$ cat src/sv/bdlz_pkg.sv
// Shared types and constants for the backward LZSS decompressor.
package bdlz_pkg;

    localparam int CAP_W  = 24;
    localparam int LEN_W  = 5;
    localparam int DIST_W = 13;

    localparam logic [7:0]        FLAG_MSB_MASK = 8'h80;
    localparam logic [11:0]       DIST_MASK     = 12'h0FFF;
    localparam int                DIST_SHIFT    = 12;
    localparam logic [LEN_W-1:0]  MIN_MATCH     = 5'd3;
    localparam logic [3:0]        FLAGS_PER_CTL = 4'd8;

    localparam logic [1:0] ERR_OK     = 2'd0;
    localparam logic [1:0] ERR_FAR    = 2'd1;
    localparam logic [1:0] ERR_CAP    = 2'd2;
    localparam logic [1:0] ERR_TRUNC  = 2'd3;

    localparam logic [1:0] EMIT_LIT   = 2'd0;
    localparam logic [1:0] EMIT_COPY  = 2'd1;
    localparam logic [1:0] EMIT_MARK  = 2'd2;

    typedef struct packed {
        logic       take_input;
        logic       load_flags;
        logic       shift_flags;
        logic       clear_pending;
        logic       set_failed;
        logic       start_copy;
        logic       copy_read;
        logic       emit;
        logic [1:0] emit_kind;
        logic [1:0] emit_err;
        logic       run_last;
        logic       stream_end;
        logic       clear_stream;
    } cmd_t;

    typedef struct packed {
        logic failed;
        logic pending;
        logic overflow;
        logic too_far;
        logic full;
        logic flags_empty;
        logic flag_msb;
        logic copy_last;
        logic out_free;
        logic last;
    } sts_t;

endpackage

$ cat src/sv/bdlz_ctrl.sv
// Controller state machine for the backward LZSS decompressor.
module bdlz_ctrl (
    input  logic          clk,
    input  logic          rst_n,
    input  logic          in_valid,
    output logic          in_stall,
    input  bdlz_pkg::sts_t sts,
    output bdlz_pkg::cmd_t cmd
);
    import bdlz_pkg::*;

    localparam logic [2:0] ST_IDLE    = 3'd0;
    localparam logic [2:0] ST_DECODE  = 3'd1;
    localparam logic [2:0] ST_FINISH  = 3'd2;
    localparam logic [2:0] ST_COPY_RD = 3'd3;
    localparam logic [2:0] ST_COPY_WR = 3'd4;

    logic [2:0] state_reg;
    logic [2:0] state_next;

    always_ff @(posedge clk or negedge rst_n)
    begin
        if (!rst_n)
        begin
            state_reg <= ST_IDLE;
        end
        else
        begin
            state_reg <= state_next;
        end
    end

    assign in_stall = (state_reg != ST_IDLE);

    always_comb
    begin
        cmd        = '0;
        state_next = state_reg;
        case (state_reg)
            ST_IDLE:
            begin
                if (in_valid)
                begin
                    cmd.take_input = 1'b1;
                    state_next     = ST_DECODE;
                end
            end
            ST_DECODE:
            begin
                if (sts.failed)
                begin
                    state_next = ST_FINISH;
                end
                else if (sts.pending)
                begin
                    if (!sts.overflow && !sts.too_far)
                    begin
                        cmd.clear_pending = 1'b1;
                        cmd.start_copy    = 1'b1;
                        state_next        = ST_COPY_RD;
                    end
                    else if (sts.out_free)
                    begin
                        cmd.clear_pending = 1'b1;
                        cmd.set_failed    = 1'b1;
                        cmd.emit          = 1'b1;
                        cmd.emit_kind     = EMIT_MARK;
                        cmd.emit_err      = sts.overflow ? ERR_CAP : ERR_FAR;
                        cmd.run_last      = 1'b1;
                        cmd.stream_end    = sts.last;
                        cmd.clear_stream  = sts.last;
                        state_next        = ST_IDLE;
                    end
                end
                else if (sts.full)
                begin
                    state_next = ST_FINISH;
                end
                else if (sts.flags_empty)
                begin
                    cmd.load_flags = 1'b1;
                    state_next     = ST_FINISH;
                end
                else if (sts.flag_msb)
                begin
                    cmd.shift_flags = 1'b1;
                    state_next      = ST_FINISH;
                end
                else if (sts.out_free)
                begin
                    cmd.shift_flags  = 1'b1;
                    cmd.emit         = 1'b1;
                    cmd.emit_kind    = EMIT_LIT;
                    cmd.emit_err     = ERR_OK;
                    cmd.run_last     = 1'b1;
                    cmd.stream_end   = sts.last;
                    cmd.clear_stream = sts.last;
                    state_next       = ST_IDLE;
                end
            end
            ST_FINISH:
            begin
                if (!sts.last)
                begin
                    state_next = ST_IDLE;
                end
                else if (sts.out_free)
                begin
                    cmd.emit         = 1'b1;
                    cmd.emit_kind    = EMIT_MARK;
                    cmd.emit_err     = (sts.pending && !sts.failed) ? ERR_TRUNC : ERR_OK;
                    cmd.run_last     = 1'b1;
                    cmd.stream_end   = 1'b1;
                    cmd.clear_stream = 1'b1;
                    state_next       = ST_IDLE;
                end
            end
            ST_COPY_RD:
            begin
                cmd.copy_read = 1'b1;
                state_next    = ST_COPY_WR;
            end
            ST_COPY_WR:
            begin
                if (sts.out_free)
                begin
                    cmd.emit         = 1'b1;
                    cmd.emit_kind    = EMIT_COPY;
                    cmd.emit_err     = ERR_OK;
                    cmd.run_last     = sts.copy_last;
                    cmd.stream_end   = sts.copy_last && sts.last;
                    cmd.clear_stream = sts.copy_last && sts.last;
                    state_next       = sts.copy_last ? ST_IDLE : ST_COPY_RD;
                end
            end
            default:
            begin
                state_next = ST_IDLE;
            end
        endcase
    end

endmodule

$ cat config.mk
export PLATFORM = sky130hd
export DESIGN_NAME = bdlz_ctrl
export DESIGN_NICKNAME = d
export VERILOG_FILES = /design/src/sv/bdlz_pkg.sv /design/src/sv/bdlz_ctrl.sv
export SDC_FILE = /design/constraint.sdc
export NUM_CORES = 1
export LEC_CHECK = 0
export ABC_AREA = 0
export BUFFER_PORTS_ARGS = -buffer_cell sky130_fd_sc_hd__buf_2
export CORE_AREA = 3 3 40 42
export CTS_CLUSTER_DIAMETER = 120
export DETAILED_ROUTE_END_ITERATION = 16
export DIE_AREA = 0 0 43 45
export PLACE_DENSITY = 0.76
export SLEW_MARGIN = 20
export SYNTH_ARGS = -nofsm -noshare
export SYNTH_HDL_FRONTEND = slang
export SYNTH_SLANG_ARGS = --single-unit
$ cat constraint.sdc
create_clock -name clk -period 2.8 [get_ports clk]
set_input_delay 0.14 -clock clk [delete_from_list [all_inputs] [get_ports clk]]
set_output_delay 0.14 -clock clk [all_outputs]
set_load 0.02 [all_outputs]
=== Word level (Yosys, flattened, before mapping) ===
Index checks and enable logic that the tools add are counted.

* Equal/unequal tests: 6
* Mux-type cells: 42
* Reduce and logical (&&, ||, !) cells: 9

{| class="wikitable"
|+ Operators with widths
! cell !! count
|-
| $mux 8 || 11
|-
| $mux 3 || 11
|-
| $pmux 8 s3 || 1
|-
| $pmux 3 s5 || 1
|-
| $mux 2 || 6
|-
| $mux 1 || 10
|-
| $mux 5 || 2
|-
| $eq 3x2->1 const B || 2
|-
| $ne 2x2->1 const B || 2
|-
| $eq 3x1->1 const B || 1
|-
| $eq 3x3->1 const B || 1
|-
| $logic_and 1x1->1 || 3
|-
| $logic_not 1->1 || 3
|-
| $logic_not 3->1 || 1
|-
| $reduce_bool 3->1 || 1
|-
| $reduce_and 2->1 || 1
|}

* Register bits after elaboration: 3
* Input port bits: 13
* Output and inout bits: 16

=== Longest topological paths before layout ===
* Depth in word-level cells: 7
* Depth in mapped cells: 6

=== Worst setup path after synthesis ===
No wires, ideal clock.

* Path kind: register -> output
* Start: register state_reg[2]
* End: output cmd[1] (netlist name)
* Arrival: 1561 ps
* Required time: 2660 ps
* Path slack: 1099 ps
* Cell stages (with the launch flop): 7
* Path buffers: 2
* Cell sequence: dfrtp_1 buf_6 nor4b_4 nand2_1 o21a_1 a21boi_2 buf_4

{| class="wikitable"
|+ RTL lines
! item !! RTL line !! source
|-
| start, declared || bdlz_ctrl.sv:18 || <nowiki>logic [2:0] state_reg;</nowiki>
|-
| start signal, assigned || bdlz_ctrl.sv:29 || <nowiki>state_reg <= state_next;</nowiki>
|-
| end, declared || bdlz_ctrl.sv:8 || <nowiki>output bdlz_pkg::cmd_t cmd</nowiki>
|}

==> summary.md <==
| Metric | Value |
|---|---|
| Antenna viol nets, final | 0 |
| Largest cells by area after synthesis | dfrtp_1 17%, nand2_1 7.5%, nand2b_1 5.5% |
| Die area | 0.001935 mm2 |
| Finished Core Util | 47.52% |
| Pwr Total | 0.4293 mW |
| Slew Viols, Final | 0 |
| Routability Congestion | 0.7989 |
| TNS Setup | 0 ps |
| Initial antenna violation count | 0 |
| Total of warnings raised by yosys | 0 |
| Initial drt markers | 6 |
| Io pins | 29 |
| DR WL/cell | 11.71 um |
| Die Y | 45 um |
| Register area share after synthesis | 16.62% |
| Mux contribution to synthesized area | 0% |
| Pin count of the biggest net entering global routing | 13 |
| Unrepaired setup endpoints after global routing | no |
| Syn_area_per_cell | 7.285 um2 |
| Global-route wire length before repair | 2.001 mm |
| Setup WS pre-CTS | 1160 ps |
| H-tree Lvls | 1 |
| Layout cells sized above 1 | 38.89% |
| Synth Area in Adders | 0% |
| Largest area contributor in the synthesized netlist | dfrtp_1 |
| Core area | 0.001285 mm2 |
| Async set or reset register ratio after synthesis | 100.0% |
| Status | finished clean |
| Endpoints failing setup | 0 |
| Top FF cell, synth | dfrtp_1 |
| Worst-skew pair later-pin latency | 240 ps |
| Initial Util | 35.15% |
| CTS tree | yes |
| Via Count | 552 |
| Number of synthesized flops with an enable pin | 0 |
| Worst-path clk slew | 40 ps |
| XOR/XNOR Fraction of Synth Area | 0% |
| Residual DRC count | 0 |
| Syn_nets | 75 |
| Number of global-route vias before repair | 459 |
| Final wirelength | 1.230 mm |
| Nets | 104 |
| Max VDD drop | 0.4386 mV |
| Post-Synth Simple-Gate Area | 52.91% |
| Skew final | 2.602 ps |
| Final Non-Filler Cells | 105 |
| CTS Root Cell | clkbuf_4 |
| PwrDens | 703.2 mW/mm2 |
| Largest register FFs | 3 |
| DP HPWL | 985.2 um |
| Post-CTS sizing | 0 |
| Final worst slack | 914.7 ps |
| # port buffers | 28 |
| Inserted Clock Buffers | 3 |
| Final Cycle Share | 67.33% |
| Post-synthesis compound-gate area fraction | 19.94% |
| Critical Path RT | 2660 ps |
| Area post-placement | 574.3 um2 |
| Horiz. Die Dim | 43 um |
| FMAX | 530.4 MHz |
| Site row count | 13 |
| Crit path time final | 1885 ps |
| Top-area cell type share of the netlist area | 16.62% |
| Largest family of logic cells by synthesized area | simple AND/OR/NAND/NOR gates |
| Switching Power | 0.2072 mW |
| Total track usage | 13.74% |
| Hold Path Class | primary input to async pin |
| Final hold viol count | 0 |
| Router iterations before antenna repair | 4 |
| Slew Limit Headroom | 74.08% |
| Flops & latches, synth | 3 |
| Area grow syn2layout | 35.18% |
| Mapped Area | 451.7 um2 |
| Comb power frac | 57.4% |
| Post-synth top cells | 9 x nand2_1, 6 x nor2_1, 4 x nand2b_1 |
| Net Sw Frac | 48.25% |
| Placed cell count | 100 |
| CTS Sinks | 3 |
| Antenna fix cells | 0 |
| LEAKAGE | 0.3341 nW |
| CP Launch Type | flop |
| Sequential share of power | 24.3% |
| Clock Path Buffers | 2 |
| Internal | 0.2222 mW |
| Worst Setup End Kind | output pin |
| CP Max Fanout | 12 |
| Cell with the most instances after synthesis | nand2_1 |
| Grt ovf | 0 |
| Final instance area | 610.6 um2 |
| Library cells used by synthesis | 28 |
| Least-Margin Pin Slew | 388.7 ps |
| Critical path type | flop to output pin |
| Vias per inst | 5.257 |
| Max-cap violations | 0 |
| Clock Power Share | 18.4% |
| Worst hold margin | 227.1 ps |
| Gate Count Post-Synth | 62 |
| Arrival @ worst endpoint | 1750 ps |
## repair_timing
action | CTS | global route
setup endpoints to repair | 0 | 0
hold buffers | 1 | 0
endpoints found under the hold margin | 3 | 0
setup buffers | 0 | 0
## cells in the final DEF, fill, tap and decap left out
cell type	n
a21boi_2	1
a21oi_1	3
a221oi_1	2
and2b_1	2
and3_1	2
buf_2	28
clkbuf_1	1
clkbuf_4	3
dfrtp_1	3
dlygate4sd3_1	1
inv_1	3
nand2_1	9
nand2b_1	4
nand3_1	2
nand3b_1	1
nand4b_1	2
nor2_1	6
nor3_1	2
nor3b_2	1
nor4_1	2
nor4b_2	1
nor4b_4	1
o21a_1	3
o21ai_1	2
o22ai_1	1
o31ai_1	1
or2_1	1
or3_1	1
or3b_1	1
## kinds of logic (layout without fill, tap and decap cells)
logic type	after synthesis	after routing
compound gates	13	13
flops	3	3
simple gates	38	38
buf+inv	8	36
## layer usage
layer  share of wire [%]  track usage, %  wire length, um
met1                  46           18.07              562
met2                  46           20.66              560
met3                 7.4           1.195               91
met4                 1.2           10.84               15
met5                   0               0                0
## power by group through the flow
| stage | sequential, mW | combinational, mW | clock [mW] |
|---|---|---|---|
| floorplan | 0.0669 | 0.232 | 0 |
| global placement | 0.102 | 0.243 | 0 |
| detailed placement | 0.102 | 0.247 | 0 |
| CTS | 0.102 | 0.249 | 0.0823 |
| global route | 0.110 | 0.270 | 0.0867 |
| finish | 0.104 | 0.246 | 0.0789 |
## worst max-delay path: stages (launching register included)
cell	delay [ps]
dfrtp_1	510
nor4b_4	400
nand2_1	90
o21a_1	210
a21boi_2	130
buf_2	170
## layout make-up
| type | instances | area, um2 |
|---|---|---|
| inverters | 3 | 11.26 |
| repair buffers | 29 | 150.1 |
| well taps | 15 | 18.77 |
| fillers | 144 | 674.4 |
| clock buffers | 4 | 26.28 |
| flip-flops and latches | 3 | 75.07 |
| multi-input cells | 51 | 329.1 |
## final timing paths
| path | start | slack [ps] | cells after the start | end |
|---|---|---|---|---|
| setup / recovery | state_reg[2] | 910 | 5 | cmd[1] |
| hold / removal | rst_n | 230 | 2 | state_reg[0] |
| setup reg to reg | state_reg[2] | 1420 | 3 | state_reg[0] |
| hold reg to reg | state_reg[0] | 660 | 1 | state_reg[2] |
| max in group asynchronous | rst_n | 2470 | 2 | state_reg[1] |
| min in group clk | sts[2] | 240 | 4 | state_reg[0] |
Note: power is estimated with default switching activity, not from simulation.
